`config.mk`:
```
export PLATFORM = sky130hd
export DESIGN_NAME = quantize_bit_packer
export DESIGN_NICKNAME = d
export VERILOG_FILES = /design/src/qbp_pkg.sv /design/src/quantize_bit_packer.sv
export SDC_FILE = /design/constraint.sdc
export NUM_CORES = 2
export LEC_CHECK = 0
export ABC_AREA = 1
export ABC_CLOCK_PERIOD_IN_PS = 8300
export BUFFER_PORTS_ARGS = -buffer_cell sky130_fd_sc_hd__buf_2
export CORE_UTILIZATION = 50
export DETAILED_ROUTE_END_ITERATION = 10
export GPL_TIMING_DRIVEN = 1
export PLACE_DENSITY_LB_ADDON = 0.08
export SLEW_MARGIN = 10
export SYNTH_ARGS = -nofsm -noshare
export SYNTH_HDL_FRONTEND = slang
export SYNTH_SLANG_ARGS = --single-unit
```
`constraint.sdc`:
```
create_clock -name i_clk -period 8.3 [get_ports i_clk]
set_clock_uncertainty 0.1 [all_clocks]
set_input_delay 0.415 -clock i_clk [delete_from_list [all_inputs] [get_ports i_clk]]
set_output_delay 0.415 -clock i_clk [all_outputs]
set_load 0.005 [all_outputs]
```
`src/qbp_pkg.sv`:
```
// ----------------------------------------------------------------------------
// qbp_pkg: shared constants and types for the quantize bit packer
// Code widths, packing word geometry, register indexes and reset values.
// ----------------------------------------------------------------------------
package qbp_pkg;

    localparam int MAX_CODE_BITS = 32;
    localparam int ACC_W         = 7;
    localparam int COMB_W        = MAX_CODE_BITS + ACC_W;
    localparam int WORD_W        = ((COMB_W + 7) / 8) * 8;
    localparam int MAX_BYTES     = WORD_W / 8;
    localparam int CNT_W         = $clog2(MAX_BYTES + 1);
    localparam int SH_W          = $clog2(WORD_W + 1);
    localparam int W_W           = $clog2(MAX_CODE_BITS + 1);
    localparam int IDX_W         = 33;

    typedef enum logic [1:0] {
        CFG_MIN_VALUE      = 2'd0,
        CFG_STEP_RECIP     = 2'd1,
        CFG_BITS_PER_VALUE = 2'd2
    } t_cfg_index;

    localparam logic signed [31:0] MIN_VALUE_RESET  = 32'sd0;
    localparam logic        [31:0] STEP_RECIP_RESET = 32'd65536;
    localparam logic        [5:0]  BITS_RESET       = 6'd8;

endpackage

```
`src/quantize_bit_packer.sv`:
```
// ----------------------------------------------------------------------------
// quantize_bit_packer: sample quantizer and MSB-first byte packer
// Subtracts the offset, scales by the reciprocal step, rounds, saturates to
// the code width and packs codes into a byte stream with a final flush.
// ----------------------------------------------------------------------------
// Path: request -> s1 -> s2 -> s3 -> output register -> first byte out.
// Throughput: one request per cycle while each yields at most one byte and
//   the receiver does not stall; a request yielding several bytes holds the
//   output register until all of them are taken, stalling the pipeline.
// Reset: synchronous active low; clears pipeline valids, pending bits and
//   output count, and loads the configuration registers with their defaults.
module quantize_bit_packer
    import qbp_pkg::*;
(
    input  logic               i_clk,
    input  logic               i_rst_n,
    input  logic               i_cfg_we,
    input  logic [1:0]         i_cfg_index,
    input  logic [31:0]        i_cfg_data,
    input  logic               i_in_valid,
    output logic               o_in_stall,
    input  logic signed [31:0] i_sample,
    input  logic               i_last_sample,
    output logic               o_out_valid,
    input  logic               i_out_stall,
    output logic [7:0]         o_out_byte,
    output logic               o_out_last
);

    // configuration
    logic signed [31:0] r_cfg_min;
    logic        [31:0] r_cfg_step;
    logic        [5:0]  r_cfg_bits;

    // pipeline
    logic               r_s1_vld, r_s2_vld, r_s3_vld;
    logic signed [31:0] r_s1_sample;
    logic               r_s1_last, r_s2_last, r_s3_last;
    logic        [31:0] r_s2_mag;
    logic        [63:0] r_s3_prod;

    // packing state
    logic [ACC_W-1:0]   r_acc, n_acc;
    logic [2:0]         r_pend, n_pend;

    // output register
    logic [WORD_W-1:0]  r_ob_word;
    logic [CNT_W-1:0]   r_ob_cnt;
    logic               r_ob_last;

    logic               ob_free, s3_adv, s3_ready, s2_ready, s1_ready;
    logic               in_acc, out_acc;
    logic signed [32:0] diff;
    logic [31:0]        mag;
    logic [64:0]        rnd_sum;
    logic [IDX_W-1:0]   idx, code_sat;
    logic [IDX_W:0]     top_ext;
    logic [W_W-1:0]     w_eff;
    logic [COMB_W-1:0]  code_ext, combined;
    logic [SH_W-1:0]    tot_bits;
    logic [2:0]         rem;
    logic [WORD_W-1:0]  aligned;
    logic [CNT_W-1:0]   nb;

    assign o_out_valid = (r_ob_cnt != '0);
    assign o_out_byte  = r_ob_word[WORD_W-1 -: 8];
    assign o_out_last  = r_ob_last && (r_ob_cnt == CNT_W'(1));
    assign out_acc     = o_out_valid && !i_out_stall;

    assign ob_free  = (r_ob_cnt == '0) || ((r_ob_cnt == CNT_W'(1)) && !i_out_stall);
    assign s3_adv   = r_s3_vld && ((nb == '0) || ob_free);
    assign s3_ready = !r_s3_vld || s3_adv;
    assign s2_ready = !r_s2_vld || s3_ready;
    assign s1_ready = !r_s1_vld || s2_ready;
    assign o_in_stall = !s1_ready;
    assign in_acc   = i_in_valid && s1_ready;

    // offset removal: non-positive differences map to index 0
    always_comb begin
        diff = {r_s1_sample[31], r_s1_sample} - {r_cfg_min[31], r_cfg_min};
        mag  = (!diff[32] && (diff != '0)) ? diff[31:0] : 32'd0;
    end

    // round, saturate, and splice the code onto the pending bits
    always_comb begin
        if (r_cfg_bits == '0) begin
            w_eff = W_W'(1);
        end else if (int'(r_cfg_bits) > MAX_CODE_BITS) begin
            w_eff = W_W'(MAX_CODE_BITS);
        end else begin
            w_eff = W_W'(r_cfg_bits);
        end

        rnd_sum = {1'b0, r_s3_prod} + 65'h0_8000_0000;
        idx     = rnd_sum[64:32];
        top_ext = ({{IDX_W{1'b0}}, 1'b1} << w_eff) - {{IDX_W{1'b0}}, 1'b1};
        if ((int'(w_eff) < IDX_W) && ({1'b0, idx} > top_ext)) begin
            code_sat = top_ext[IDX_W-1:0];
        end else begin
            code_sat = idx;
        end
        code_ext = COMB_W'(code_sat);

        combined = (COMB_W'(r_acc) << w_eff) | code_ext;
        tot_bits = SH_W'(r_pend) + SH_W'(w_eff);
        rem      = tot_bits[2:0];
        aligned  = WORD_W'(combined) << (SH_W'(WORD_W) - tot_bits);
        nb       = CNT_W'(tot_bits >> 3) + CNT_W'(r_s3_last && (rem != 3'd0));

        if (r_s3_last) begin
            n_acc  = '0;
            n_pend = 3'd0;
        end else begin
            n_acc  = ACC_W'(combined) & ACC_W'((8'd1 << rem) - 8'd1);
            n_pend = rem;
        end
    end

    // control state
    always_ff @(posedge i_clk) begin
        if (!i_rst_n) begin
            r_cfg_min  <= MIN_VALUE_RESET;
            r_cfg_step <= STEP_RECIP_RESET;
            r_cfg_bits <= BITS_RESET;
            r_s1_vld   <= 1'b0;
            r_s2_vld   <= 1'b0;
            r_s3_vld   <= 1'b0;
            r_acc      <= '0;
            r_pend     <= 3'd0;
            r_ob_cnt   <= '0;
        end else begin
            if (i_cfg_we) begin
                case (t_cfg_index'(i_cfg_index))
                    CFG_MIN_VALUE:      r_cfg_min  <= i_cfg_data;
                    CFG_STEP_RECIP:     r_cfg_step <= i_cfg_data;
                    CFG_BITS_PER_VALUE: r_cfg_bits <= i_cfg_data[5:0];
                    default:            ;
                endcase
            end
            if (s1_ready) begin
                r_s1_vld <= i_in_valid;
            end
            if (s2_ready) begin
                r_s2_vld <= r_s1_vld;
            end
            if (s3_ready) begin
                r_s3_vld <= r_s2_vld;
            end
            if (s3_adv) begin
                r_acc  <= n_acc;
                r_pend <= n_pend;
            end
            if (s3_adv && (nb != '0)) begin
                r_ob_cnt <= nb;
            end else if (out_acc) begin
                r_ob_cnt <= r_ob_cnt - CNT_W'(1);
            end
        end
    end

    // payload
    always_ff @(posedge i_clk) begin
        if (in_acc) begin
            r_s1_sample <= i_sample;
            r_s1_last   <= i_last_sample;
        end
        if (s2_ready && r_s1_vld) begin
            r_s2_mag  <= mag;
            r_s2_last <= r_s1_last;
        end
        if (s3_ready && r_s2_vld) begin
            r_s3_prod <= 64'(r_s2_mag) * 64'(r_cfg_step);
            r_s3_last <= r_s2_last;
        end
        if (s3_adv && (nb != '0)) begin
            r_ob_word <= aligned;
            r_ob_last <= r_s3_last;
        end else if (out_acc) begin
            r_ob_word <= r_ob_word << 8;
        end
    end

    // a finished stream leaves no pending bits behind
    a_flush_clears: assert property (@(posedge i_clk) disable iff (!i_rst_n)
        (s3_adv && r_s3_last) |=> (r_pend == 3'd0))
        else $error("pending bits survive end of stream");

    // never queue more bytes than one code can produce
    a_cnt_bound: assert property (@(posedge i_clk) disable iff (!i_rst_n)
        int'(r_ob_cnt) <= MAX_BYTES)
        else $error("output byte count out of range");

    // a stalled byte is not overwritten by the next request
    a_hold_out: assert property (@(posedge i_clk) disable iff (!i_rst_n)
        (o_out_valid && i_out_stall) |=> (o_out_valid && $stable(o_out_byte)
            && $stable(o_out_last)))
        else $error("stalled output byte changed");

endmodule

```
==> impl.org <==
** Layout
- Post-Layout Inst Area :: 53100 um^2
- In the final layout, the share of cells above drive strength 1 is 0.0569.
- From synthesis to final layout, the design area changed by 6.31%.
- Fill cells in the final layout number 9637.
- Number of nets in the layout :: 7758

** Drt
- WL per Instance :: 19.5 um
- Met3 Routed Length :: 11000 um
- For this block, the via count after detailed routing is 41.6k.
- First-pass DRT Iterations :: 6
- Routed signal wires occupy layers up through met4.
- In the routed design, unresolved DRC markers number 0.
- ANT nets after route :: 0
- Summed over all layers, the routed wires come to 151000 um.
- After detailed routing, the met2 layer carries 70700 um of wire.
- Initial DRC Count :: 3067
- After detailed routing, the wire length on met1 is 65200 um.
- Dividing the detail-routed via count by the number of cells gives 5.36.

** Setup path
- The worst setup path is captured at a flop.
- Required arrival time at the worst endpoint :: 8.52 ns
- Type of origin of the critical path :: flop
- Largest fanout on the critical path :: 14
- Cell type with the highest occurrence count on the critical path :: fa_1
- Worst stage delay on the critical path :: 0.63 ns
- Crit Path Category :: flop to flop
- Arr. time, crit path :: 8.18 ns
- Among all stages on the critical path, the largest delay is contributed by dfxtp_1.

** Synthesis
- Async set-or-reset flop fraction in the synthesized netlist :: 0
- Synth top area share :: 0.359
- EDFF count, synth :: 141
- Number of standard cells after synthesis :: 6494
- The largest total area in the synthesized netlist belongs to fa_1.
- Most frequent cell after synthesis :: nand2_1
- The synthesized design contains 227 register bits.
- Counting distinct cell types in the post-synthesis netlist gives 70.
- By area the synthesized netlist is led by fa_1 (36%), nand2_1 (12%), inv_1 (12%).
- Top_reg_cell synth :: edfxtp_1
- Yosys printed 0 warnings.
- Synth Area per Inst :: 7.70 um^2
- Area of the mapped netlist :: 50000 um^2
- Top post-synthesis cells by count :: nand2_1 (1624), inv_1 (1557), fa_1 (897)
- Fraction of the yosys area taken by sequential cells :: 0.119

** Floorplanning
- Die Wd :: 318 um
- For this design the top-level I/O count stands at 83.
- Area inside the core boundary :: 98700 um^2
- Die H :: 318 um
- Starting Density :: 0.506
- The floorplan has 115 rows.
- Die ar. :: 101000 um^2

** Clocking
- In this run the number of H-tree levels came out at 1.
- Quantity of gates resized following cts :: 0
- The later pin in the worst-skew pair is clocked with a latency of 0.59 ns.
- In this run, CTS created clock tree buffers numbering 29.
- Clock-pin slew was measured on the worst setup and hold paths at 0.07 ns.
- In this run the deepest clock path goes through 3 buffers.
- Clock tree synthesis selected as its root buffer the cell clkbuf_16.
- TritonCTS sink count :: 227
- TritonCTS built the clock tree.

** Timing
- The worst pin sits at a relative slew slack of 0.195.
- Setup TNS :: 0 ns
- Setup violations remaining at the end of the flow were counted as 0.
- Post-route minimum period :: 7.95 ns
- Max-slew violation count :: 0
- RSZ-0062 raised after global routing :: false
- Setup slack on the critical path of the routed design comes to 0.346 ns.
- In the finished design, the share of the clock period the worst path needs comes to 0.958.
- Max Freq :: 126 MHz
- For the pin with the worst max-slew slack, the measured transition is 1.20 ns.
- The number of failing hold endpoints at the final stage came to 0.

** GRT
- Wire length of the first global-routing pass :: 242000 um
- Pin count of the biggest net entering global routing :: 73
- Global routing finished with a remaining overflow of 0.
- Number of antenna violations at the first check in global routing :: 1
- The number of global-route vias before repair came to 43.1k.
- In the global route stage, overall resource usage came out at 0.305.

** Place
- At the end of routability-driven placement, the weighted congestion stood at 0.994.
- HPWL after detailed placement :: 124000 um
- Worst setup slack after placement :: 0.242 ns
- Input and output buffers added on the ports amount to 82.
- Once placement finished, the instance area stood at 51700 um^2.

** Min path
- Class of the tightest hold or removal check :: input pin to flop

** Power and ir drop
- Across the VDD grid, the largest voltage drop is 325 uV.
- Dividing total power by cell area gives a power density of 247 nW/um^2.
- Leakage :: 0.0276 uW

** Outcome
- The flow ran to the end, and the final reports show no timing, DRC or antenna violations.

** Flow run
- The tool flagged a number of max-cap violations equal to 0.
==> layout by cell type, fill, tap and decap left out, types with 5 or more instances in the layout <==
cell type	count
dlygate4sd3_1	37
o211ai_1	17
nor2_1	316
fa_1	897
nor2_8	5
nand4_1	76
ha_1	342
xnor2_1	39
clkbuf_16	32
inv_1	1557
nor3_1	42
o21ai_1	23
clkinv_1	8
a21o_1	17
or2_2	7
nor4_1	12
nand3b_1	6
a21oi_1	223
inv_2	15
o21a_1	7
a31oi_1	25
nor2_2	13
nand2_2	15
nor2_4	7
nand2_1	1623
dfxtp_1	86
buf_4	110
edfxtp_1	141
o21bai_1	11
inv_6	5
o21ai_0	150
nand3_1	342
nand2_4	5
buf_12	17
buf_2	82
nand3_2	17
xor2_1	69
==> worst max-delay path: cells and delay by family (launching register included) <==
| kind | cells | cell delay, ns |
|---|---|---|
| adder cells (fa/ha/maj) | 9 | 4.28 |
| AO/OA/AOI/OAI | 6 | 1.22 |
| AND/OR/NAND/NOR | 6 | 0.68 |
| buffers and inverters | 7 | 0.65 |
| flip-flops | 1 | 0.63 |
| XOR/XNOR | 1 | 0.14 |
==> cells by family (layout without fill, tap and decap cells) <==
group / count (synthesis) / after routing / share of synthesized area
adder cells (fa/ha/maj): 1239 / 1239 / 0.445
AND/OR/NAND/NOR: 2511 / 2511 / 0.214
flip-flops: 227 / 227 / 0.119
AO/OA/AOI/OAI: 501 / 501 / 0.0556
buffers and inverters: 1905 / 1879 / 0.147
other: 1 / 3 / 0.0000750
XOR/XNOR: 110 / 110 / 0.0194
==> power by group <==
part	leakage [uW]	internal [uW]	switching (uW)
combinational	0.0250	3520	6470
sequential	0.00204	1640	185
clock	0.000483	759	544
total	0.0276	5920	7200
==> path summary, 6_finish.rpt <==
| kind | from | end | slack [ns] | depth (start not counted) |
|---|---|---|---|---|
| worst max-delay path | r_cfg_step[8] | r_s3_prod[56] | 0.35 | 29 |
| worst min-delay path | i_cfg_data[26] | r_cfg_step[26] | 0.02 | 3 |
| worst max register to register | r_cfg_step[8] | r_s3_prod[56] | 0.35 | 29 |
| worst min register to register | r_s2_last | r_s3_last | 0.32 | 0 |
==> per-stage QoR <==
step,power [uW],cells,utilization,hold WS (ns)
final,13100,7757,0.538,0.0227
after global routing,14600,7756,0.538,0.0117
after CTS,13100,7751,0.537,0.000655
after detailed placement,11700,7661,0.524,0.310
after global placement,11700,7661,0.524,0.304
after floorplan,8650,6495,-,0.300
==> metal layers <==
layer,global-route usage,vias up
li1,-,19253
met1,0.422,20614
met2,0.502,1511
met3,0.0469,230
met4,0.0793,0
met5,0,-
==> area by class of cell <==
class / count / area (um^2) / share of cell area
well taps: 1287 / 1610 / 0.0303
clock buffers: 38 / 853 / 0.0161
multi-input cells: 4363 / 36700 / 0.691
repair buffers: 246 / 1950 / 0.0366
flip-flops and latches: 227 / 5960 / 0.112
clock inverters: 15 / 124 / 0.00233
diodes: 1 / 2.50 / 0.0000471
inverters: 1580 / 5940 / 0.112
==> state kept, by name, indices dropped and copies added, names as in the netlist, 3 cells and up <==
register and cells:
r_ob_word 40, r_cfg_step 32, r_cfg_bits 6, r_s3_prod 33
r_cfg_min 32, r_ob_cnt 3, r_s2_mag 32, r_acc 7
r_s1_sample 32, r_pend 3
==> timing repair <==
action | 4_1_cts | 5_1_grt
hold buffers | 37 | 0
buffers inserted | 0 | 5
endpoints found under the hold margin | 37 | 0
endpoints found under the setup margin | 0 | 5
Note: power is estimated with default switching activity, not from simulation.
